--- config.mk ---
export PLATFORM = sky130hd
export DESIGN_NAME = http_request_byte_parser
export DESIGN_NICKNAME = d
export VERILOG_FILES = /design/src/rtl/hrbp_pkg.sv /design/src/rtl/http_request_byte_parser.sv /design/src/rtl/hrbp_front.sv /design/src/rtl/hrbp_queue.sv /design/src/rtl/hrbp_back.sv
export VERILOG_INCLUDE_DIRS = /design/src /design/src/rtl
export SDC_FILE = /design/constraint.sdc
export NUM_CORES = 1
export LEC_CHECK = 0
export BUFFER_PORTS_ARGS = -buffer_cell sky130_fd_sc_hd__buf_2
export CAP_MARGIN = 20
export CORE_ASPECT_RATIO = 1.4
export CORE_MARGIN = 5
export CORE_UTILIZATION = 34
export DETAILED_ROUTE_END_ITERATION = 6
export PLACE_DENSITY = 0.57
export SKIP_LAST_GASP = 1
export SYNTH_ARGS = -nofsm -noshare
export SYNTH_HDL_FRONTEND = slang
export SYNTH_SLANG_ARGS = --single-unit
--- constraint.sdc ---
create_clock -name clk -period 8.65 [get_ports clk]
set_input_delay 2.1625 -clock clk [delete_from_list [all_inputs] [get_ports clk]]
set_output_delay 2.1625 -clock clk [all_outputs]
set_load 0.02 [all_outputs]
--- src/rtl/http_request_byte_parser_defines.svh ---
// Assertion macros for the HTTP request byte parser.
`ifndef HTTP_REQUEST_BYTE_PARSER_DEFINES_SVH
`define HTTP_REQUEST_BYTE_PARSER_DEFINES_SVH

`ifndef SYNTHESIS
`define HRBP_ASSERT_IMPLY(label, clk, rst_n, ante, cons) \
    label: assert property (@(posedge clk) disable iff (!rst_n) (ante) |-> (cons)) \
        else $error("hrbp: implication check failed");
`define HRBP_ASSERT_NEVER(label, clk, rst_n, expr) \
    label: assert property (@(posedge clk) disable iff (!rst_n) !(expr)) \
        else $error("hrbp: forbidden condition seen");
`else
`define HRBP_ASSERT_IMPLY(label, clk, rst_n, ante, cons)
`define HRBP_ASSERT_NEVER(label, clk, rst_n, expr)
`endif

`endif

--- src/rtl/hrbp_pkg.sv ---
// Shared types, codes and character tables of the HTTP request byte parser.
package hrbp_pkg;

    localparam logic [1:0] STATUS_PENDING  = 2'd0;
    localparam logic [1:0] STATUS_COMPLETE = 2'd1;
    localparam logic [1:0] STATUS_ERROR    = 2'd2;

    localparam logic [2:0] ROLE_DELIM   = 3'd0;
    localparam logic [2:0] ROLE_METHOD  = 3'd1;
    localparam logic [2:0] ROLE_URI     = 3'd2;
    localparam logic [2:0] ROLE_VERSION = 3'd3;
    localparam logic [2:0] ROLE_NAME    = 3'd4;
    localparam logic [2:0] ROLE_VALUE   = 3'd5;
    localparam logic [2:0] ROLE_BODY    = 3'd6;

    localparam logic [1:0] CFG_REQUEST_LINE_LIMIT = 2'd0;
    localparam logic [1:0] CFG_HEADER_LINE_LIMIT  = 2'd1;
    localparam logic [1:0] CFG_BODY_LIMIT         = 2'd2;
    localparam logic [1:0] CFG_HEADER_COUNT_LIMIT = 2'd3;

    localparam logic [7:0] CH_CR    = 8'h0d;
    localparam logic [7:0] CH_LF    = 8'h0a;
    localparam logic [7:0] CH_SP    = 8'h20;
    localparam logic [7:0] CH_COLON = 8'h3a;
    localparam logic [7:0] CH_SEMI  = 8'h3b;
    localparam logic [7:0] CH_DOT   = 8'h2e;
    localparam logic [7:0] CH_C     = 8'h63;

    typedef struct packed {
        logic       cmd;
        logic [7:0] data_byte;
    } req_t;

    typedef struct packed {
        logic [1:0]  status;
        logic        consumed;
        logic [7:0]  out_byte;
        logic [2:0]  byte_role;
        logic [31:0] content_length;
        logic        chunked;
    } rsp_t;

    // Classified byte handed from the front to the back.
    typedef struct packed {
        logic       cmd;
        logic [7:0] data_byte;
        logic [7:0] lc_byte;
        logic       tok;
        logic       dig;
        logic       ctl;
        logic       blank;
        logic       hex_ok;
        logic [3:0] hex_val;
    } cls_t;

    typedef struct packed {
        logic [15:0] request_line_limit;
        logic [15:0] header_line_limit;
        logic [31:0] body_limit;
        logic [7:0]  header_count_limit;
    } limits_t;

    function automatic logic [7:0] cl_char(input logic [4:0] pos);
        logic [7:0] c;
        case (pos)
            5'd0:    c = "c";
            5'd1:    c = "o";
            5'd2:    c = "n";
            5'd3:    c = "t";
            5'd4:    c = "e";
            5'd5:    c = "n";
            5'd6:    c = "t";
            5'd7:    c = "-";
            5'd8:    c = "l";
            5'd9:    c = "e";
            5'd10:   c = "n";
            5'd11:   c = "g";
            5'd12:   c = "t";
            5'd13:   c = "h";
            default: c = 8'h00;
        endcase
        return c;
    endfunction

    function automatic logic [7:0] te_char(input logic [4:0] pos);
        logic [7:0] c;
        case (pos)
            5'd0:    c = "t";
            5'd1:    c = "r";
            5'd2:    c = "a";
            5'd3:    c = "n";
            5'd4:    c = "s";
            5'd5:    c = "f";
            5'd6:    c = "e";
            5'd7:    c = "r";
            5'd8:    c = "-";
            5'd9:    c = "e";
            5'd10:   c = "n";
            5'd11:   c = "c";
            5'd12:   c = "o";
            5'd13:   c = "d";
            5'd14:   c = "i";
            5'd15:   c = "n";
            5'd16:   c = "g";
            default: c = 8'h00;
        endcase
        return c;
    endfunction

    function automatic logic [7:0] ck_char(input logic [2:0] pos);
        logic [7:0] c;
        case (pos)
            3'd0:    c = "c";
            3'd1:    c = "h";
            3'd2:    c = "u";
            3'd3:    c = "n";
            3'd4:    c = "k";
            3'd5:    c = "e";
            3'd6:    c = "d";
            default: c = 8'h00;
        endcase
        return c;
    endfunction

    function automatic logic [7:0] http_char(input logic [2:0] pos);
        logic [7:0] c;
        case (pos)
            3'd0:    c = "H";
            3'd1:    c = "T";
            3'd2:    c = "T";
            3'd3:    c = "P";
            3'd4:    c = "/";
            default: c = 8'h00;
        endcase
        return c;
    endfunction

endpackage

--- src/rtl/http_request_byte_parser.sv ---
// Top level of the HTTP/1.1 request byte parser: limits, front, queue, back.
//
// Usage: feed the request stream one word per cycle on req_valid/req_ready.
// Each word carries cmd (1 restarts the parser for a new request, 0 carries
// data_byte). Every accepted word yields exactly one result word on
// rsp_valid/rsp_ready with status, consumed flag, the byte (lowercased in
// header names), its role, the parsed Content-Length and the chunked flag.
// A result passes through the queue entry and then the output register of
// the parse engine; the classifying front is combinational. Throughput:
// one word per cycle while rsp_ready stays high, as the parse state
// updates on every popped word. When the receiver stalls, the output
// register holds its word and the two-entry queue absorbs up to two more
// words; req_ready drops only when that queue is full. Limits are written
// on cfg_write/cfg_index/cfg_data; the user must write them only while the
// block is idle, which the block does not enforce. They keep their values
// across restarts. Reset clears the queue, the output valid flag and all
// parse state, and loads the default limits; no clearing pass is needed.
module http_request_byte_parser #(
    parameter int LENGTH_WIDTH = 32
) (
    input  logic           clk,
    input  logic           rst_n,
    input  logic           req_valid,
    output logic           req_ready,
    input  hrbp_pkg::req_t req_word,
    output logic           rsp_valid,
    input  logic           rsp_ready,
    output hrbp_pkg::rsp_t rsp_word,
    input  logic           cfg_write,
    input  logic [1:0]     cfg_index,
    input  logic [31:0]    cfg_data
);

`include "http_request_byte_parser_defines.svh"

    hrbp_pkg::limits_t limits_reg;
    hrbp_pkg::cls_t    cls_word;
    hrbp_pkg::cls_t    q_word;
    logic              q_full;
    logic              q_nonempty;
    logic              q_pop;

    // Limit registers; a write lands at the next edge.
    always_ff @(posedge clk or negedge rst_n)
    begin
        if (!rst_n)
        begin
            limits_reg.request_line_limit <= 16'd8192;
            limits_reg.header_line_limit  <= 16'd8192;
            limits_reg.body_limit         <= 32'd1048576;
            limits_reg.header_count_limit <= 8'd100;
        end
        else if (cfg_write)
        begin
            case (cfg_index)
                hrbp_pkg::CFG_REQUEST_LINE_LIMIT:
                    limits_reg.request_line_limit <= cfg_data[15:0];
                hrbp_pkg::CFG_HEADER_LINE_LIMIT:
                    limits_reg.header_line_limit <= cfg_data[15:0];
                hrbp_pkg::CFG_BODY_LIMIT:
                    limits_reg.body_limit <= cfg_data;
                hrbp_pkg::CFG_HEADER_COUNT_LIMIT:
                    limits_reg.header_count_limit <= cfg_data[7:0];
                default:
                    limits_reg <= limits_reg;
            endcase
        end
    end

    // Accept a word whenever the queue has room.
    assign req_ready = !q_full;

    hrbp_front u_front (
        .req_word (req_word),
        .cls_word (cls_word)
    );

    hrbp_queue u_queue (
        .clk       (clk),
        .rst_n     (rst_n),
        .push      (req_valid),
        .push_word (cls_word),
        .full      (q_full),
        .pop       (q_pop),
        .nonempty  (q_nonempty),
        .pop_word  (q_word)
    );

    hrbp_back #(
        .LENGTH_WIDTH (LENGTH_WIDTH)
    ) u_back (
        .clk        (clk),
        .rst_n      (rst_n),
        .limits     (limits_reg),
        .q_nonempty (q_nonempty),
        .q_word     (q_word),
        .q_pop      (q_pop),
        .rsp_valid  (rsp_valid),
        .rsp_ready  (rsp_ready),
        .rsp_word   (rsp_word)
    );

    // Error words always carry the delimiter role.
    `HRBP_ASSERT_IMPLY(a_err_role, clk, rst_n,
        rsp_valid && rsp_word.status == hrbp_pkg::STATUS_ERROR,
        rsp_word.byte_role == hrbp_pkg::ROLE_DELIM)
    // Only restart words are pending and untaken, and they carry nothing.
    `HRBP_ASSERT_IMPLY(a_restart_blank, clk, rst_n,
        rsp_valid && !rsp_word.consumed && rsp_word.status == hrbp_pkg::STATUS_PENDING,
        rsp_word.out_byte == 8'd0 && rsp_word.byte_role == hrbp_pkg::ROLE_DELIM)
    // Status code three never appears.
    `HRBP_ASSERT_NEVER(a_status_code, clk, rst_n,
        rsp_valid && rsp_word.status == 2'd3)
    // Queue cannot be full while the back is free to drain it.
    `HRBP_ASSERT_NEVER(a_queue_drain, clk, rst_n,
        q_full && !rsp_valid && !q_pop)

endmodule

--- src/rtl/hrbp_front.sv ---
// Front end: classifies each incoming byte and pushes it into the queue.
module hrbp_front (
    input  hrbp_pkg::req_t req_word,
    output hrbp_pkg::cls_t cls_word
);

    logic [7:0] b;
    logic       special;

    assign b = req_word.data_byte;

    always_comb
    begin
        case (b)
            "(", ")", "<", ">", "@", ",", ";", ":", "\\", "\"", "/",
            "[", "]", "?", "=", "{", "}", " ", 8'h09: special = 1'b1;
            default: special = 1'b0;
        endcase
    end

    always_comb
    begin
        cls_word.cmd       = req_word.cmd;
        cls_word.data_byte = b;
        cls_word.lc_byte   = (b >= "A" && b <= "Z") ? b + 8'd32 : b;
        cls_word.ctl       = (b <= 8'd31) || (b == 8'd127);
        cls_word.tok       = (b > 8'd31) && (b < 8'd127) && !special;
        cls_word.dig       = (b >= "0") && (b <= "9");
        cls_word.blank     = (b == 8'h20) || (b == 8'h09) || (b == 8'h0b) || (b == 8'h0c);
        cls_word.hex_ok    = 1'b1;
        cls_word.hex_val   = 4'd0;
        if (b >= "0" && b <= "9")
        begin
            cls_word.hex_val = 4'(b - "0");
        end
        else if (b >= "a" && b <= "f")
        begin
            cls_word.hex_val = 4'(b - "a" + 8'd10);
        end
        else if (b >= "A" && b <= "F")
        begin
            cls_word.hex_val = 4'(b - "A" + 8'd10);
        end
        else
        begin
            cls_word.hex_ok = 1'b0;
        end
    end

endmodule

--- src/rtl/hrbp_queue.sv ---
// Two-entry queue between the classifying front and the parsing back.
module hrbp_queue (
    input  logic           clk,
    input  logic           rst_n,
    input  logic           push,
    input  hrbp_pkg::cls_t push_word,
    output logic           full,
    input  logic           pop,
    output logic           nonempty,
    output hrbp_pkg::cls_t pop_word
);

    localparam int Depth = 2;
    localparam int AW    = $clog2(Depth);
    localparam int CW    = $clog2(Depth + 1);

    hrbp_pkg::cls_t entry_reg [Depth];
    logic [AW-1:0]  wr_ptr_reg, wr_ptr_next;
    logic [AW-1:0]  rd_ptr_reg, rd_ptr_next;
    logic [CW-1:0]  count_reg, count_next;
    logic           do_push, do_pop;

    assign full     = (count_reg == CW'(Depth));
    assign nonempty = (count_reg != '0);
    assign pop_word = entry_reg[rd_ptr_reg];
    assign do_push  = push && !full;
    assign do_pop   = pop && nonempty;

    always_comb
    begin
        wr_ptr_next = do_push ? wr_ptr_reg + AW'(1) : wr_ptr_reg;
        rd_ptr_next = do_pop ? rd_ptr_reg + AW'(1) : rd_ptr_reg;
        count_next  = count_reg;
        if (do_push && !do_pop)
        begin
            count_next = count_reg + CW'(1);
        end
        else if (do_pop && !do_push)
        begin
            count_next = count_reg - CW'(1);
        end
    end

    always_ff @(posedge clk or negedge rst_n)
    begin
        if (!rst_n)
        begin
            wr_ptr_reg <= '0;
            rd_ptr_reg <= '0;
            count_reg  <= '0;
        end
        else
        begin
            wr_ptr_reg <= wr_ptr_next;
            rd_ptr_reg <= rd_ptr_next;
            count_reg  <= count_next;
        end
    end

    always_ff @(posedge clk)
    begin
        if (do_push)
        begin
            entry_reg[wr_ptr_reg] <= push_word;
        end
    end

endmodule

--- src/rtl/hrbp_back.sv ---
// Back end: request parse state machine and registered result word.
module hrbp_back #(
    parameter int LENGTH_WIDTH = 32
) (
    input  logic              clk,
    input  logic              rst_n,
    input  hrbp_pkg::limits_t limits,
    input  logic              q_nonempty,
    input  hrbp_pkg::cls_t    q_word,
    output logic              q_pop,
    output logic              rsp_valid,
    input  logic              rsp_ready,
    output hrbp_pkg::rsp_t    rsp_word
);

    localparam int LW = LENGTH_WIDTH;

    localparam logic [3:0] PH_RL_START   = 4'd0;
    localparam logic [3:0] PH_METHOD     = 4'd1;
    localparam logic [3:0] PH_URI        = 4'd2;
    localparam logic [3:0] PH_VERSION    = 4'd3;
    localparam logic [3:0] PH_HDR_START  = 4'd4;
    localparam logic [3:0] PH_HDR_NAME   = 4'd5;
    localparam logic [3:0] PH_HDR_VALUE  = 4'd6;
    localparam logic [3:0] PH_BODY       = 4'd7;
    localparam logic [3:0] PH_CK_SIZE    = 4'd8;
    localparam logic [3:0] PH_CK_EXT     = 4'd9;
    localparam logic [3:0] PH_CK_SIZE_LF = 4'd10;
    localparam logic [3:0] PH_CK_DATA    = 4'd11;
    localparam logic [3:0] PH_CK_DATA_LF = 4'd12;
    localparam logic [3:0] PH_TRAILER    = 4'd13;
    localparam logic [3:0] PH_DONE       = 4'd14;
    localparam logic [3:0] PH_ERROR      = 4'd15;

    localparam logic [1:0] LS_BLANKS = 2'd0;
    localparam logic [1:0] LS_DIGITS = 2'd1;
    localparam logic [1:0] LS_OVER   = 2'd2;

    localparam logic [1:0] MATCH_CL   = 2'd1;
    localparam logic [1:0] MATCH_TE   = 2'd2;
    localparam logic [1:0] MATCH_BOTH = 2'd3;

    logic [3:0]    ph_reg, ph_next;
    logic [16:0]   rlc_reg, rlc_next;
    logic [16:0]   hlc_reg, hlc_next;
    logic [8:0]    hls_reg, hls_next;
    logic [3:0]    vpos_reg, vpos_next;
    logic          vgood_reg, vgood_next;
    logic [4:0]    npos_reg, npos_next;
    logic [1:0]    match_reg, match_next;
    logic          lp_reg, lp_next;
    logic [LW-1:0] lv_reg, lv_next;
    logic [1:0]    lsp_reg, lsp_next;
    logic          linv_reg, linv_next;
    logic          ep_reg, ep_next;
    logic          cs_reg, cs_next;
    logic [2:0]    cmp_reg, cmp_next;
    logic [LW-1:0] csv_reg, csv_next;
    logic [LW-1:0] bc_reg, bc_next;

    logic           rsp_valid_reg;
    hrbp_pkg::rsp_t rsp_reg, rsp_next;

    logic [7:0]    b;
    logic [7:0]    ob;
    logic [2:0]    role;
    logic [1:0]    st;
    logic          cons;
    logic [4:0]    npos_cur;
    logic [1:0]    match_cur;
    logic [LW+3:0] prod;
    logic [63:0]   lv_wide;
    logic          ok;
    logic          cl_hit, te_hit;

    assign q_pop     = q_nonempty && (!rsp_valid_reg || rsp_ready);
    assign rsp_valid = rsp_valid_reg;
    assign rsp_word  = rsp_reg;
    assign b         = q_word.data_byte;
    assign prod      = ({4'd0, lv_reg} << 3) + ({4'd0, lv_reg} << 1)
                     + (LW + 4)'(b - "0");
    assign lv_wide   = 64'(lv_reg);

    always_comb
    begin
        ph_next    = ph_reg;
        rlc_next   = rlc_reg;
        hlc_next   = hlc_reg;
        hls_next   = hls_reg;
        vpos_next  = vpos_reg;
        vgood_next = vgood_reg;
        npos_next  = npos_reg;
        match_next = match_reg;
        lp_next    = lp_reg;
        lv_next    = lv_reg;
        lsp_next   = lsp_reg;
        linv_next  = linv_reg;
        ep_next    = ep_reg;
        cs_next    = cs_reg;
        cmp_next   = cmp_reg;
        csv_next   = csv_reg;
        bc_next    = bc_reg;
        ob         = b;
        role       = hrbp_pkg::ROLE_DELIM;
        st         = hrbp_pkg::STATUS_PENDING;
        cons       = 1'b1;
        ok         = 1'b0;
        cl_hit     = 1'b0;
        te_hit     = 1'b0;
        npos_cur   = (ph_reg == PH_HDR_START) ? 5'd0 : npos_reg;
        match_cur  = (ph_reg == PH_HDR_START) ? MATCH_BOTH : match_reg;

        if (q_word.cmd)
        begin
            // Restart: clear parse state, keep the limits.
            ph_next    = PH_RL_START;
            rlc_next   = '0;
            hlc_next   = '0;
            hls_next   = '0;
            vpos_next  = '0;
            vgood_next = 1'b1;
            npos_next  = '0;
            match_next = MATCH_BOTH;
            lp_next    = 1'b0;
            lv_next    = '0;
            lsp_next   = LS_BLANKS;
            linv_next  = 1'b0;
            ep_next    = 1'b0;
            cs_next    = 1'b0;
            cmp_next   = '0;
            csv_next   = '0;
            bc_next    = '0;
            cons       = 1'b0;
            ob         = '0;
        end
        else if (ph_reg == PH_ERROR)
        begin
            st   = hrbp_pkg::STATUS_ERROR;
            cons = 1'b0;
            ob   = '0;
        end
        else if (ph_reg == PH_DONE)
        begin
            st   = hrbp_pkg::STATUS_COMPLETE;
            cons = 1'b0;
            ob   = '0;
        end
        else
        begin
            if (ph_reg <= PH_VERSION)
            begin
                rlc_next = rlc_reg + 17'd1;
            end
            else if (ph_reg <= PH_HDR_VALUE)
            begin
                hlc_next = hlc_reg + 17'd1;
            end

            if (ph_reg <= PH_VERSION && rlc_next > {1'b0, limits.request_line_limit})
            begin
                ph_next = PH_ERROR;
            end
            else if (ph_reg >= PH_HDR_START && ph_reg <= PH_HDR_VALUE
                     && hlc_next > {1'b0, limits.header_line_limit})
            begin
                ph_next = PH_ERROR;
            end
            else
            begin
                case (ph_reg)
                    PH_RL_START:
                    begin
                        if (b == hrbp_pkg::CH_CR || b == hrbp_pkg::CH_LF)
                        begin
                            ph_next = PH_RL_START;
                        end
                        else if (!q_word.tok)
                        begin
                            ph_next = PH_ERROR;
                        end
                        else
                        begin
                            ph_next = PH_METHOD;
                            role    = hrbp_pkg::ROLE_METHOD;
                        end
                    end
                    PH_METHOD:
                    begin
                        if (b == hrbp_pkg::CH_SP)
                        begin
                            ph_next = PH_URI;
                        end
                        else if (!q_word.tok)
                        begin
                            ph_next = PH_ERROR;
                        end
                        else
                        begin
                            role = hrbp_pkg::ROLE_METHOD;
                        end
                    end
                    PH_URI:
                    begin
                        if (b == hrbp_pkg::CH_SP)
                        begin
                            ph_next = PH_VERSION;
                        end
                        else if (q_word.ctl)
                        begin
                            ph_next = PH_ERROR;
                        end
                        else
                        begin
                            role = hrbp_pkg::ROLE_URI;
                        end
                    end
                    PH_VERSION:
                    begin
                        if (b == hrbp_pkg::CH_CR)
                        begin
                            ph_next = PH_VERSION;
                        end
                        else if (b == hrbp_pkg::CH_LF)
                        begin
                            if (!vgood_reg || vpos_reg != 4'd8)
                            begin
                                ph_next = PH_ERROR;
                            end
                            else
                            begin
                                ph_next  = PH_HDR_START;
                                hlc_next = '0;
                            end
                        end
                        else if (q_word.ctl)
                        begin
                            ph_next = PH_ERROR;
                        end
                        else
                        begin
                            // Check HTTP/d.d one character at a time.
                            if (vpos_reg < 4'd5)
                            begin
                                ok = (http_char_at(vpos_reg) == b);
                            end
                            else if (vpos_reg == 4'd5 || vpos_reg == 4'd7)
                            begin
                                ok = q_word.dig;
                            end
                            else if (vpos_reg == 4'd6)
                            begin
                                ok = (b == hrbp_pkg::CH_DOT);
                            end
                            if (!ok)
                            begin
                                vgood_next = 1'b0;
                            end
                            if (vpos_reg < 4'd8)
                            begin
                                vpos_next = vpos_reg + 4'd1;
                            end
                            role = hrbp_pkg::ROLE_VERSION;
                        end
                    end
                    PH_HDR_START, PH_HDR_NAME:
                    begin
                        if (ph_reg == PH_HDR_START && b == hrbp_pkg::CH_CR)
                        begin
                            ph_next = PH_HDR_START;
                        end
                        else if (ph_reg == PH_HDR_START && b == hrbp_pkg::CH_LF)
                        begin
                            // End of headers: pick the body framing.
                            if (lp_reg && (linv_reg || lv_wide > 64'(limits.body_limit)))
                            begin
                                ph_next = PH_ERROR;
                            end
                            else if (ep_reg)
                            begin
                                if (!cs_reg)
                                begin
                                    ph_next = PH_ERROR;
                                end
                                else
                                begin
                                    csv_next = '0;
                                    ph_next  = PH_CK_SIZE;
                                end
                            end
                            else if (lp_reg && lv_reg != '0)
                            begin
                                bc_next = '0;
                                ph_next = PH_BODY;
                            end
                            else
                            begin
                                ph_next = PH_DONE;
                            end
                        end
                        else if (ph_reg == PH_HDR_NAME && b == hrbp_pkg::CH_COLON)
                        begin
                            cl_hit = match_reg[0] && (npos_reg == 5'd14);
                            te_hit = match_reg[1] && (npos_reg == 5'd17);
                            match_next = cl_hit ? MATCH_CL : (te_hit ? MATCH_TE : 2'd0);
                            if (cl_hit)
                            begin
                                lp_next   = 1'b1;
                                lv_next   = '0;
                                lsp_next  = LS_BLANKS;
                                linv_next = 1'b0;
                            end
                            if (te_hit)
                            begin
                                ep_next  = 1'b1;
                                cs_next  = 1'b0;
                                cmp_next = '0;
                            end
                            ph_next = PH_HDR_VALUE;
                        end
                        else if (!q_word.tok)
                        begin
                            ph_next = PH_ERROR;
                        end
                        else
                        begin
                            // Match the lowercased name against both candidates.
                            ob         = q_word.lc_byte;
                            match_next = match_cur;
                            if (npos_cur >= 5'd14 || hrbp_pkg::cl_char(npos_cur) != ob)
                            begin
                                match_next[0] = 1'b0;
                            end
                            if (npos_cur >= 5'd17 || hrbp_pkg::te_char(npos_cur) != ob)
                            begin
                                match_next[1] = 1'b0;
                            end
                            npos_next = (npos_cur < 5'd31) ? npos_cur + 5'd1 : npos_cur;
                            role      = hrbp_pkg::ROLE_NAME;
                            ph_next   = PH_HDR_NAME;
                        end
                    end
                    PH_HDR_VALUE:
                    begin
                        if (b == hrbp_pkg::CH_CR)
                        begin
                            ph_next = PH_HDR_VALUE;
                        end
                        else if (b == hrbp_pkg::CH_LF)
                        begin
                            if (match_reg == MATCH_CL && lsp_reg == LS_BLANKS)
                            begin
                                linv_next = 1'b1;
                            end
                            hls_next = hls_reg + 9'd1;
                            if (hls_next > {1'b0, limits.header_count_limit})
                            begin
                                ph_next = PH_ERROR;
                            end
                            else
                            begin
                                ph_next  = PH_HDR_START;
                                hlc_next = '0;
                            end
                        end
                        else
                        begin
                            if (match_reg == MATCH_CL)
                            begin
                                if (lsp_reg == LS_BLANKS && q_word.blank)
                                begin
                                    lsp_next = LS_BLANKS;
                                end
                                else if (lsp_reg == LS_BLANKS && !q_word.dig)
                                begin
                                    linv_next = 1'b1;
                                    lsp_next  = LS_OVER;
                                end
                                else if (lsp_reg == LS_BLANKS || lsp_reg == LS_DIGITS)
                                begin
                                    if (!q_word.dig)
                                    begin
                                        lsp_next = LS_OVER;
                                    end
                                    else if (prod[LW+3:LW] != 4'd0)
                                    begin
                                        linv_next = 1'b1;
                                        lsp_next  = LS_OVER;
                                    end
                                    else
                                    begin
                                        lv_next  = prod[LW-1:0];
                                        lsp_next = LS_DIGITS;
                                    end
                                end
                            end
                            else if (match_reg == MATCH_TE && !cs_reg)
                            begin
                                if (hrbp_pkg::ck_char(cmp_reg) == b)
                                begin
                                    if (cmp_reg == 3'd6)
                                    begin
                                        cs_next  = 1'b1;
                                        cmp_next = '0;
                                    end
                                    else
                                    begin
                                        cmp_next = cmp_reg + 3'd1;
                                    end
                                end
                                else
                                begin
                                    cmp_next = (b == hrbp_pkg::CH_C) ? 3'd1 : 3'd0;
                                end
                            end
                            role = hrbp_pkg::ROLE_VALUE;
                        end
                    end
                    PH_BODY:
                    begin
                        role    = hrbp_pkg::ROLE_BODY;
                        bc_next = bc_reg + LW'(1);
                        if (bc_next >= lv_reg)
                        begin
                            ph_next = PH_DONE;
                        end
                    end
                    PH_CK_SIZE:
                    begin
                        if (b == hrbp_pkg::CH_CR)
                        begin
                            ph_next = PH_CK_SIZE_LF;
                        end
                        else if (b == hrbp_pkg::CH_SEMI)
                        begin
                            ph_next = PH_CK_EXT;
                        end
                        else if (!q_word.hex_ok || csv_reg[LW-1:LW-4] != 4'd0)
                        begin
                            ph_next = PH_ERROR;
                        end
                        else
                        begin
                            csv_next = {csv_reg[LW-5:0], q_word.hex_val};
                        end
                    end
                    PH_CK_EXT:
                    begin
                        if (b == hrbp_pkg::CH_CR)
                        begin
                            ph_next = PH_CK_SIZE_LF;
                        end
                    end
                    PH_CK_SIZE_LF:
                    begin
                        if (b != hrbp_pkg::CH_LF)
                        begin
                            ph_next = PH_ERROR;
                        end
                        else if (csv_reg == '0)
                        begin
                            ph_next = PH_TRAILER;
                        end
                        else
                        begin
                            ph_next = PH_CK_DATA;
                            bc_next = '0;
                        end
                    end
                    PH_CK_DATA:
                    begin
                        role    = hrbp_pkg::ROLE_BODY;
                        bc_next = bc_reg + LW'(1);
                        if (bc_next >= csv_reg)
                        begin
                            ph_next = PH_CK_DATA_LF;
                        end
                    end
                    PH_CK_DATA_LF:
                    begin
                        if (b == hrbp_pkg::CH_LF)
                        begin
                            ph_next  = PH_CK_SIZE;
                            csv_next = '0;
                        end
                        else if (b != hrbp_pkg::CH_CR)
                        begin
                            ph_next = PH_ERROR;
                        end
                    end
                    PH_TRAILER:
                    begin
                        if (b == hrbp_pkg::CH_LF)
                        begin
                            ph_next = PH_DONE;
                        end
                    end
                    default:
                    begin
                        ph_next = PH_ERROR;
                    end
                endcase
            end

            if (ph_next == PH_ERROR)
            begin
                st   = hrbp_pkg::STATUS_ERROR;
                ob   = b;
                role = hrbp_pkg::ROLE_DELIM;
            end
            else if (ph_next == PH_DONE)
            begin
                st = hrbp_pkg::STATUS_COMPLETE;
            end
        end

        rsp_next.status         = st;
        rsp_next.consumed       = cons;
        rsp_next.out_byte       = ob;
        rsp_next.byte_role      = role;
        rsp_next.content_length = (lp_next && !linv_next) ? lv_next_wide(lv_next) : 32'd0;
        rsp_next.chunked        = ep_next && cs_next;
    end

    function automatic logic [7:0] http_char_at(input logic [3:0] pos);
        return hrbp_pkg::http_char(pos[2:0]);
    endfunction

    function automatic logic [31:0] lv_next_wide(input logic [LW-1:0] v);
        logic [63:0] w;
        w = 64'(v);
        return w[31:0];
    endfunction

    always_ff @(posedge clk or negedge rst_n)
    begin
        if (!rst_n)
        begin
            ph_reg        <= PH_RL_START;
            rlc_reg       <= '0;
            hlc_reg       <= '0;
            hls_reg       <= '0;
            vpos_reg      <= '0;
            vgood_reg     <= 1'b1;
            npos_reg      <= '0;
            match_reg     <= MATCH_BOTH;
            lp_reg        <= 1'b0;
            lv_reg        <= '0;
            lsp_reg       <= LS_BLANKS;
            linv_reg      <= 1'b0;
            ep_reg        <= 1'b0;
            cs_reg        <= 1'b0;
            cmp_reg       <= '0;
            csv_reg       <= '0;
            bc_reg        <= '0;
            rsp_valid_reg <= 1'b0;
        end
        else
        begin
            if (q_pop)
            begin
                ph_reg    <= ph_next;
                rlc_reg   <= rlc_next;
                hlc_reg   <= hlc_next;
                hls_reg   <= hls_next;
                vpos_reg  <= vpos_next;
                vgood_reg <= vgood_next;
                npos_reg  <= npos_next;
                match_reg <= match_next;
                lp_reg    <= lp_next;
                lv_reg    <= lv_next;
                lsp_reg   <= lsp_next;
                linv_reg  <= linv_next;
                ep_reg    <= ep_next;
                cs_reg    <= cs_next;
                cmp_reg   <= cmp_next;
                csv_reg   <= csv_next;
                bc_reg    <= bc_next;
            end
            if (q_pop)
            begin
                rsp_valid_reg <= 1'b1;
            end
            else if (rsp_ready)
            begin
                rsp_valid_reg <= 1'b0;
            end
        end
    end

    always_ff @(posedge clk)
    begin
        if (q_pop)
        begin
            rsp_reg <= rsp_next;
        end
    end

endmodule
==> results of run 1 <==
-- worst paths after layout --
check,start,end,slack [ns],cells past startpoint
setup / recovery,u_queue.rd_ptr_reg,u_back.lv_reg[10],2.03,15
hold / removal,u_back.bc_reg[9],u_back.bc_reg[9],0.50,2
setup reg to reg,u_queue.rd_ptr_reg,u_back.lv_reg[10],2.03,15
hold reg to reg,u_back.bc_reg[9],u_back.bc_reg[9],0.50,2
max in group asynchronous,rst_n,limits_reg[38],5.78,2
min in group asynchronous,rst_n,u_back.rsp_valid,1.56,1
-- layout by cell type, fill, tap and decap left out, types with 32 or more instances in the layout --
| master | synthesis | routed |
|---|---|---|
| nand2_1 | 278 | 278 |
| xor2_1 | 45 | 45 |
| inv_1 | 199 | 199 |
| ha_1 | 204 | 204 |
| clkbuf_16 | 0 | 43 |
| nor4_1 | 34 | 34 |
| nor3_1 | 60 | 59 |
| nand3_1 | 83 | 83 |
| mux2_2 | 74 | 74 |
| edfxtp_1 | 89 | 89 |
| xnor2_1 | 69 | 69 |
| nand2b_1 | 34 | 34 |
| a21oi_1 | 147 | 147 |
| nand4_1 | 57 | 57 |
| o211ai_1 | 39 | 39 |
| and3_1 | 32 | 32 |
| a22o_1 | 42 | 42 |
| buf_2 | 22 | 95 |
| o21ai_0 | 169 | 169 |
| mux2i_1 | 51 | 50 |
| dfrtp_1 | 232 | 231 |
| nor2_1 | 152 | 150 |
-- logic make-up after synthesis --
kind of cell,synth area share (%)
AO/OA/AOI/OAI,18.3
XOR/XNOR,4.20
adder cells (fa/ha/maj),13.1
buffers and inverters,5.11
flip-flops,36.1
multiplexers,5.66
AND/OR/NAND/NOR,17.5
-- area by class of cell --
cell class / instances / area, µm² / share of cell area (%)
flip-flops and latches: 330 / 8720 / 32.2
clock buffers: 56 / 1160 / 4.31
multi-input cells: 1976 / 14200 / 52.6
inverters: 202 / 758 / 2.80
clock inverters: 18 / 226 / 0.837
repair buffers: 130 / 788 / 2.91
well taps: 936 / 1170 / 4.33
-- critical path: cells and delay by family, from the launching register on --
kind | cells | cell delay (ns)
adders and majority gates | 3 | 1.34
and+or+nand+nor | 4 | 1.56
muxes | 1 | 0.75
DFF | 1 | 0.37
buffers and inverters | 2 | 0.72
AOI/OAI and AO/OA | 5 | 1.72
-- stage by stage --
step | cells | setup WS (ns) | area (µm²) | total power [mW] | hold slack (ns)
floorplan | 2614 | 1.55 | 24200 | 3.78 | 0.450
global placement | 3568 | 2.33 | 25600 | 4.63 | 0.470
detailed placement | 3571 | 2.13 | 25600 | 4.68 | 0.476
CTS | 3645 | 2.08 | 27000 | 6.53 | 0.500
global route | 3648 | 1.63 | 27000 | 6.85 | 0.516
finish | 3648 | 2.03 | 27000 | 6.50 | 0.497
-- per-layer routing --
metal | track usage [%] | up-vias | routed length (µm)
met3 | 2.40 | 200 | 3630
li1 | - | 9704 | -
met4 | 11.1 | 0 | 5210
met5 | 0 | - | 0
met1 | 25.3 | 10198 | 33600
met2 | 35.7 | 653 | 39500
-- power breakdown --
part           switching (mW)  total, mW  leakage (nW)  internal (mW)
logic                    1.80       2.63          6.93          0.834
registers               0.171       2.06          4.05           1.89
clock network           0.738       1.81         0.681           1.07
==> impl_results.md, run 1 <==
* Outcome: completed
* CTS tree: yes
* Critical path endpoint category: flip-flop
* Synthesized area at 24200 µm²
* Critical-path cell list: mux2i_1 -> inv_1 -> ha_1 -> nor2_2 -> buf_4 -> fa_1 -> ha_1 -> nand4_1 -> or3_1 -> a2111oi_1 -> o211a_1 -> o21ai_2 -> nor4_4 -> o21ai_2 -> a22o_1
* Synth area leader: dfrtp_1
* Final #Nets at 2963
* Primary FF master, synth: dfrtp_1
* Hold crit path type: reg2reg
* Peak supply drop at 0.147 mV
* WS Path Type: reg2reg
* Largest register FFs at 72
* Post-synth net total at 2897
* Fin. Hold Viols at 0
* LEAKAGE at 11.7 nW
* Largest net degree at the start of global routing at 134
* CP max stage cell: nor4_4
* WL final at 81900 µm
* Least-Margin Pin Slew at 1.08 ns
* Worst EP arrival at 7.08 ns
* Yosys cell types at 112
* Share of the synthesized area in the top cell type at 24.0%
* Syn avg cell area at 9.24 µm²
* Fin Setup TNS at 0 ns
* Top cells by count, synth: 278 x nand2_1, 232 x dfrtp_1, 204 x ha_1, 199 x inv_1, 169 x o21ai_0
* Fillers at 7064
* Final Cycle Share at 76.5%
* PortBufs at 96
* GP Congestion at 0.929
* Post-synth EDFFs at 89
* Post-CTS Hold Buffers at 0
* Max Cap Viol at 0
* Initial core utilization at 34.3%
* IO Pins at 97
* Startpoint Class: flip-flop
* Vias per cell at 5.69
* Final Core Density at 38.4%
* CP max stage delay at 0.78 ns
* Die Width at 235 µm
* Pwr dens at 240 nW/µm²
* Post-CTS Setup Repair Bufs at 0
* Max Clock Freq at 0.151 GHz
* Async set-or-reset flop fraction in the synthesized netlist at 73.0%
* CTS Sinks at 330
* Unrepaired setup endpoints after global routing: no
* Clock Latency Late Sink at 0.59 ns
* H-tree depth at 2
* Core area at 70400 µm²
* DRT iter0 DRCs at 1424
* Drt first pass iters at 5
* Slew Limit Fails at 0
* CP Max Fanout at 27
* CTS Root Cell: clkbuf_16
* Worst slew margin at 27.9%
* Ant. Diodes at 0
* CTS Buf Count at 40
* Final setup violation count at 0
* Maximum clock path buffer count at 3
* Die area at 76500 µm²
* Vias at 20755
* Average wire per standard cell at 22.4 µm
* Post-DRT Antenna Nets at 0
* Vias in the first global route at 20823
* FF+latch count, synth at 330
* Area grow syn2layout at 12.0%
* Sequential share of the synthesized area at 36.1%
* Resize count post-CTS at 0
* Min cycle time layout at 6.62 ns
* Tot GR Track Use at 20.7%
* Share of cells above drive strength 1 at 12.7%
* Rows at 115
* Initial antenna violation count at 2
* Detailed placement HPWL at 62600 µm
* Count leader, synth: nand2_1
* Worst EP required at 9.11 ns
* DRC viols at 0
* Total gr overflow at 0
* Largest cells by area after synthesis: dfrtp_1 24%, edfxtp_1 11%, ha_1 11%, nand2_1 4.3%, o21ai_0 3.5%
* Synth warnings at 0
* Global-route wire length before repair at 126000 µm
* Final Skew at 0.0263 ns
* Height of the die at 325 µm
* Cells after synthesis at 2614
* Clock Pin Slew Worst Setup and Hold Paths at 0.06 ns
Power figures use the tool's default switching activity.
==> run 2, diff against run 1 <==
clock period = 6.8 ns   (was 8.65 ns; I/O delays follow)
==> run 2 against run 1 <==
Power is 26% higher. Worst setup slack worse by 1.4 ns. Fmax is 6.8% higher. Critical path depth up 2. Design area increased by 0.39%. Clock power up 22%. Count of clock-buffer cells in the layout is 6 lower. Largest cell class unchanged.
==> impl_results.md, run 2 (synthesized netlist as in run 1, its figures left out) <==
* Slew Limit Fails at 0 (unchanged)
* Vias in the first global route at 21167 (was 20823)
* Peak supply drop at 0.159 mV (was 0.147 mV)
* Worst setup path end: u_back.rsp_word[29] (was u_back.lv_reg[10])
* Critical R2R Launch: u_queue.rd_ptr_reg (unchanged)
* Height of the die at 325 µm (unchanged)
* Combinational fraction of design power at 40.8% (was 40.5%)
* Unrepaired setup endpoints after global routing: no (unchanged)
* Total gr overflow at 0 (unchanged)
* Final #Nets at 2979 (was 2963)
* CTS Sinks at 330 (unchanged)
* Share of power burned in registers at 32.2% (was 31.7%)
* Core area at 70400 µm² (unchanged)
* HP Start: u_back.bc_reg[9] (unchanged)
* Hold crit path type: reg2reg (unchanged)
* Average wire per standard cell at 21.7 µm (was 22.4 µm)
* Reg2reg path depth at 17 (was 15)
* Hold Slack at 0.492 ns (was 0.497 ns)
* Resize count post-CTS at 0 (unchanged)
* CTS tree: yes (unchanged)
* Final setup violation count at 0 (unchanged)
* Tot GR Track Use at 20.2% (was 20.7%)
* Rows at 115 (unchanged)
* Fin. Hold Viols at 0 (unchanged)
* Critical-path cell list: mux2i_1 -> inv_1 -> ha_1 -> nor2_4 -> buf_12 -> fa_1 -> ha_1 -> nand2_1 -> o21ai_0 -> a31oi_1 -> a21oi_1 -> o2111ai_1 -> a221oi_4 -> or2_1 -> buf_4 -> o211ai_1 -> a21oi_1 (was mux2i_1 -> inv_1 -> ha_1 -> nor2_2 -> buf_4 -> fa_1 -> ha_1 -> nand4_1 -> or3_1 -> a2111oi_1 -> o211a_1 -> o21ai_2 -> nor4_4 -> o21ai_2 -> a22o_1)
* Largest net degree at the start of global routing at 158 (was 134)
* WS Path Type: reg2reg (unchanged)
* Vias per cell at 5.70 (was 5.69)
* Clock Pin Slew Worst Setup and Hold Paths at 0.07 ns (was 0.06 ns)
* Max Cap Viol at 0 (unchanged)
* DRT iter0 DRCs at 1433 (was 1424)
* Global-route wire length before repair at 124000 µm (was 126000 µm)
* CP max stage cell: or2_1 (was nor4_4)
* Die Width at 235 µm (unchanged)
* Largest register FFs at 72 (unchanged)
* Min cycle time layout at 6.20 ns (was 6.62 ns)
* Setup slack, reg-to-reg at 0.60 ns (was 2.03 ns)
* Least-Margin Pin Slew at 1.20 ns (was 1.08 ns)
* Commonest cells after routing, fill and taps aside: 278 x nand2_1, 231 x dfrtp_1, 204 x ha_1 (unchanged)
* Fin Setup TNS at 0 ns (unchanged)
* CP top delay family: compound AO/OA/AOI/OAI gates (unchanged)
* Drt first pass iters at 6 (was 5)
* Fillers at 7022 (was 7064)
* DRC viols at 0 (unchanged)
* Crit path depth at 17 (was 15)
* Buf/Inv on CP at 3 (was 2)
* Detailed placement HPWL at 61100 µm (was 62600 µm)
* Final Cycle Share at 91.1% (was 76.5%)
* Worst EP required at 7.20 ns (was 9.11 ns)
* Vias at 20863 (was 20755)
* Worst setup startpoint: u_queue.rd_ptr_reg (unchanged)
* Area grow syn2layout at 12.4% (was 12.0%)
* IO Pins at 97 (unchanged)
* Int Pwr at 4.78 mW (was 3.79 mW)
* Maximum clock path buffer count at 3 (unchanged)
* Post-CTS Hold Buffers at 0 (unchanged)
* LEAKAGE at 11.7 nW (about the same)
* CP Max Fanout at 18 (was 27)
* Pwr dens at 301 nW/µm² (was 240 nW/µm²)
* Post-CTS Setup Repair Bufs at 0 (unchanged)
* Clock Latency Late Sink at 0.58 ns (was 0.59 ns)
* Ant. Diodes at 0 (unchanged)
* Sw Ratio at 41.4% (was 41.6%)
* Outcome: completed (unchanged)
* Setup WS post-layout at 0.603 ns (was 2.03 ns)
* Sw Pwr at 3.38 mW (was 2.70 mW)
* Worst slew margin at 20.0% (was 27.9%)
* CP max stage delay at 0.63 ns (was 0.78 ns)
* Final Skew at 0.0270 ns (was 0.0263 ns)
* Initial core utilization at 34.3% (unchanged)
* WL final at 79600 µm (was 81900 µm)
* Startpoint Class: flip-flop (unchanged)
* PortBufs at 96 (unchanged)
* Clock Power Share at 27.1% (was 27.9%)
* CTS Root Cell: clkbuf_16 (unchanged)
* Most common cell after layout, fill and taps aside: nand2_1 (unchanged)
* CTS Buf Count at 39 (was 40)
* Die area at 76500 µm² (unchanged)
* Post-DRT Antenna Nets at 0 (unchanged)
* Critical path endpoint category: flip-flop (unchanged)
* Reg-to-Reg End: u_back.rsp_word[29] (was u_back.lv_reg[10])
* Max Clock Freq at 0.161 GHz (was 0.151 GHz)
* GP Congestion at 0.978 (was 0.929)
* H-tree depth at 2 (unchanged)
* Initial antenna violation count at 3 (was 2)
* Worst EP arrival at 6.60 ns (was 7.08 ns)
* Pre-CTS setup slack at 0.686 ns (was 2.13 ns)
* Share of cells above drive strength 1 at 13.2% (was 12.7%)
* Power Total at 8.17 mW (was 6.50 mW)
## run 2: cell types whose count changed in the layout (fill, tap and decap cells not counted), sizes merged
cell          previous run  this run
buf                    128       145
clkbuf                  57        52
clkinv                  10        12
clkinvlp                 1         3
dlymetal6s2s             1         0
## run 2: worst register-to-register path: stages (launching register included)
cell and delay [ns]:
dfrtp_2 0.57, mux2i_1 0.40, inv_1 0.18, ha_1 0.30, nor2_4 0.44, buf_12 0.25
fa_1 0.44, ha_1 0.40, nand2_1 0.08, o21ai_0 0.39, a31oi_1 0.22, a21oi_1 0.40
o2111ai_1 0.26, a221oi_4 0.48, or2_1 0.63, buf_4 0.29, o211ai_1 0.11, a21oi_1 0.19
## run 2: worst min path at each step
stage / slack [ns] / depth (start not counted) / end
after floorplan: 0.45 / 2 / u_back.bc_reg[9]
after global placement: 0.47 / 2 / u_back.bc_reg[9]
after detailed placement: 0.48 / 2 / u_back.bc_reg[9]
after CTS: 0.49 / 2 / u_back.bc_reg[9]
after global routing: 0.51 / 1 / limits_reg[43]
final: 0.49 / 2 / u_back.bc_reg[9]
## run 2: final cells by class
cell class	instances	area (µm²)	share of cell area, %
Clock buffer	50	1080	3.97
Timing Repair Buffer	147	953	3.51
Multi-Input combinational cell	1976	14200	52.4
Inverter	202	758	2.79
Sequential cell	330	8720	32.1
Clock inverter	22	248	0.912
Tap cell	936	1170	4.31
## run 2: power by group through the flow
stage / registers, mW / logic, mW / clock network (mW)
after floorplan: 2.68 / 2.14 / 0
after global placement: 2.66 / 3.24 / 0
after detailed placement: 2.66 / 3.29 / 0
after CTS: 2.63 / 3.31 / 2.27
after global routing: 2.67 / 3.62 / 2.34
final: 2.63 / 3.33 / 2.21
## run 2: stage by stage
stage | instances | instance area, µm² | util [%]
2_1_floorplan | 2614 | 24200 | -
6_report | 3663 | 27200 | 38.6
5_1_grt | 3663 | 27200 | 38.6
4_1_cts | 3660 | 27100 | 38.5
3_5_place_dp | 3588 | 25800 | 36.6
3_3_place_gp | 3587 | 25800 | 36.6
## run 2: layer usage
metal  GRT usage [%]  wire length, µm
met1            24.6            32300
met2            35.8            39500
met3            3.09             4110
met4            8.28             3680
met5               0                0
==> run 3, diff against run 2 <==
CELL_PAD_IN_SITES_DETAIL_PLACEMENT = 0   (was default)
CELL_PAD_IN_SITES_GLOBAL_PLACEMENT = 1   (was default)
PLACE_DENSITY = 0.68   (was 0.57)
SLEW_MARGIN = 20   (was default)
==> run 3 against run 2 <==
Utilization shrank 0.22 points. Power shrank 1.6%. Register-to-register slack gained 0.04 ns. Clock power shrank 5%. Clock skew grew 0.014 ns. Die area is the same. Fmax grew 0.66%. Combinational power is essentially flat. Global-route usage shrank 0.22 points. Critical path depth shrank 2. Flip-flop and latch count is the same. Worst setup slack gained 0.041 ns. Largest cell class unchanged. Highest routed layer unchanged.
==> impl_results.md, run 3 (synthesized netlist as in run 1, its figures left out) <==
* Outcome: completed (unchanged)
* Height of the die at 325 µm (unchanged)
* Largest register FFs at 72 (unchanged)
* WS Path Type: reg2reg (unchanged)
* WL met2 at 40600 µm (was 39500 µm)
* Fin Setup TNS at 0 ns (unchanged)
* CP top delay family: compound AO/OA/AOI/OAI gates (unchanged)
* Max Cap Viol at 0 (unchanged)
* Final Cycle Share at 90.5% (was 91.1%)
* Most common cell after layout, fill and taps aside: nand2_1 (unchanged)
* Post-CTS Setup Repair Bufs at 0 (unchanged)
* Worst EP arrival at 6.47 ns (was 6.60 ns)
* Average wire per standard cell at 21.7 µm (about the same)
* Resize count post-CTS at 0 (unchanged)
* Critical-path cell list: buf_4 -> mux2i_1 -> inv_1 -> fa_1 -> inv_1 -> fa_1 -> nand2b_1 -> a21oi_4 -> o211ai_4 -> a2111oi_1 -> o211a_1 -> nor2_1 -> or4b_1 -> o211ai_1 -> a21oi_1 (was mux2i_1 -> inv_1 -> ha_1 -> nor2_4 -> buf_12 -> fa_1 -> ha_1 -> nand2_1 -> o21ai_0 -> a31oi_1 -> a21oi_1 -> o2111ai_1 -> a221oi_4 -> or2_1 -> buf_4 -> o211ai_1 -> a21oi_1)
* LEAKAGE at 11.6 nW (was 11.7 nW)
* Setup WS post-layout at 0.643 ns (was 0.603 ns)
* CP max stage cell: or4b_1 (was or2_1)
* Vias per cell at 5.58 (was 5.70)
* Final #Nets at 2972 (was 2979)
* Slew Limit Fails at 0 (unchanged)
* Buf/Inv on CP at 3 (unchanged)
* Peak supply drop at 0.159 mV (about the same)
* Worst slew margin at 26.3% (was 20.0%)
* Metal3 WL at 3040 µm (was 4110 µm)
* Critical path endpoint category: flip-flop (unchanged)
* Max Clock Freq at 0.162 GHz (was 0.161 GHz)
* PortBufs at 96 (unchanged)
* Top Layer Used: met4 (unchanged)
* Pre-CTS setup slack at 0.634 ns (was 0.686 ns)
* Fillers at 7018 (was 7022)
* GP Congestion at 0.964 (was 0.978)
* CTS Root Cell: clkbuf_16 (unchanged)
* DRT iter0 DRCs at 1418 (was 1433)
* Clock Latency Late Sink at 0.59 ns (was 0.58 ns)
* Share of cells above drive strength 1 at 13.0% (was 13.2%)
* CP Max Fanout at 29 (was 18)
* WL final at 79400 µm (was 79600 µm)
* Final Skew at 0.0405 ns (was 0.0270 ns)
* Unrepaired setup endpoints after global routing: no (unchanged)
* Vias in the first global route at 21044 (was 21167)
* Initial core utilization at 34.3% (unchanged)
* H-tree depth at 2 (unchanged)
* Post-CTS Hold Buffers at 0 (unchanged)
* Total gr overflow at 0 (unchanged)
* Die Width at 235 µm (unchanged)
* Power Total at 8.04 mW (was 8.17 mW)
* M1 wire length at 32200 µm (was 32300 µm)
* CP max stage delay at 0.90 ns (was 0.63 ns)
* Drt first pass iters at 5 (was 6)
* Least-Margin Pin Slew at 1.10 ns (was 1.20 ns)
* Final Core Density at 38.4% (was 38.6%)
* Vias at 20374 (was 20863)
* Initial antenna violation count at 0 (was 3)
* DRC viols at 0 (unchanged)
* CTS Buf Count at 38 (was 39)
* Post-DRT Antenna Nets at 0 (unchanged)
* Min cycle time layout at 6.16 ns (was 6.20 ns)
* Maximum clock path buffer count at 3 (unchanged)
* Seq. cell area at 8720 µm² (unchanged)
* Largest net degree at the start of global routing at 110 (was 158)
* Pwr dens at 298 nW/µm² (was 301 nW/µm²)
* CTS tree: yes (unchanged)
* Startpoint Class: flip-flop (unchanged)
* Clock Pin Slew Worst Setup and Hold Paths at 0.06 ns (was 0.07 ns)
* IO Pins at 97 (unchanged)
* Commonest cells after routing, fill and taps aside: 278 x nand2_1, 231 x dfrtp_1, 204 x ha_1 (unchanged)
* CTS Sinks at 330 (unchanged)
* Detailed placement HPWL at 61200 µm (was 61100 µm)
* Global-route wire length before repair at 123000 µm (was 124000 µm)
* Core area at 70400 µm² (unchanged)
* Rows at 115 (unchanged)
* Die area at 76500 µm² (unchanged)
* Ant. Diodes at 0 (unchanged)
* Worst EP required at 7.12 ns (was 7.20 ns)
* Multi-input logic area at 14200 µm² (about the same)
* Tot GR Track Use at 20.0% (was 20.2%)
* Area grow syn2layout at 11.8% (was 12.4%)
* Final setup violation count at 0 (unchanged)
* Fin. Hold Viols at 0 (unchanged)
* Hold crit path type: reg2reg (unchanged)
run 3: layer usage:
metal | vias up | GRT usage [%]
met1 | 9979 | 23.4
met5 | - | 0
met3 | 166 | 2.53
met4 | 0 | 8.67
li1 | 9683 | -
met2 | 546 | 36.7
run 3: path summary, 6_finish.rpt:
path | endpoint | slack, ns | start | cells past startpoint
min in group asynchronous | u_back.hls_reg[7] | 1.13 | rst_n | 1
min reg2reg | u_back.bc_reg[9] | 0.48 | u_back.bc_reg[9] | 2
max reg2reg | u_back.rsp_word[22] | 0.64 | u_queue.rd_ptr_reg | 15
max | u_back.rsp_word[22] | 0.64 | u_queue.rd_ptr_reg | 15
min | u_back.bc_reg[9] | 0.48 | u_back.bc_reg[9] | 2
max in group asynchronous | u_back.bc_reg[17] | 4.37 | rst_n | 2
run 3: layout make-up:
type                    instances  share of cell area, %
inverters                     202                   2.81
flip-flops and latches        330                   32.3
clock inverters                20                  0.788
well taps                     936                   4.34
multi-input cells            1976                   52.7
repair buffers                141                   3.21
clock buffers                  49                   3.83
run 3: worst register-to-register path, cell delays in order (launching register included):
cell	delay, ns
dfrtp_2	0.61
buf_4	0.40
mux2i_1	0.46
inv_1	0.30
fa_1	0.62
inv_1	0.07
fa_1	0.45
nand2b_1	0.21
a21oi_4	0.23
o211ai_4	0.14
a2111oi_1	0.71
o211a_1	0.29
nor2_1	0.06
or4b_1	0.90
o211ai_1	0.33
a21oi_1	0.10
run 3: where the power goes:
group	switching, mW	leakage, nW	internal, mW
Sequential	0.219	4.05	2.40
Clock	0.909	0.602	1.20
Combinational	2.23	6.98	1.08
Total	3.36	11.6	4.67
run 3: metrics by stage:
| stage | hold slack, ns | cell area [µm²] | cells |
|---|---|---|---|
| 2_1_floorplan | 0.450 | 24200 | 2614 |
| 3_3_place_gp | 0.466 | 25700 | 3585 |
| 3_5_place_dp | 0.477 | 25700 | 3585 |
| 4_1_cts | 0.490 | 27000 | 3654 |
| 5_1_grt | 0.511 | 27000 | 3654 |
| 6_report | 0.481 | 27000 | 3654 |
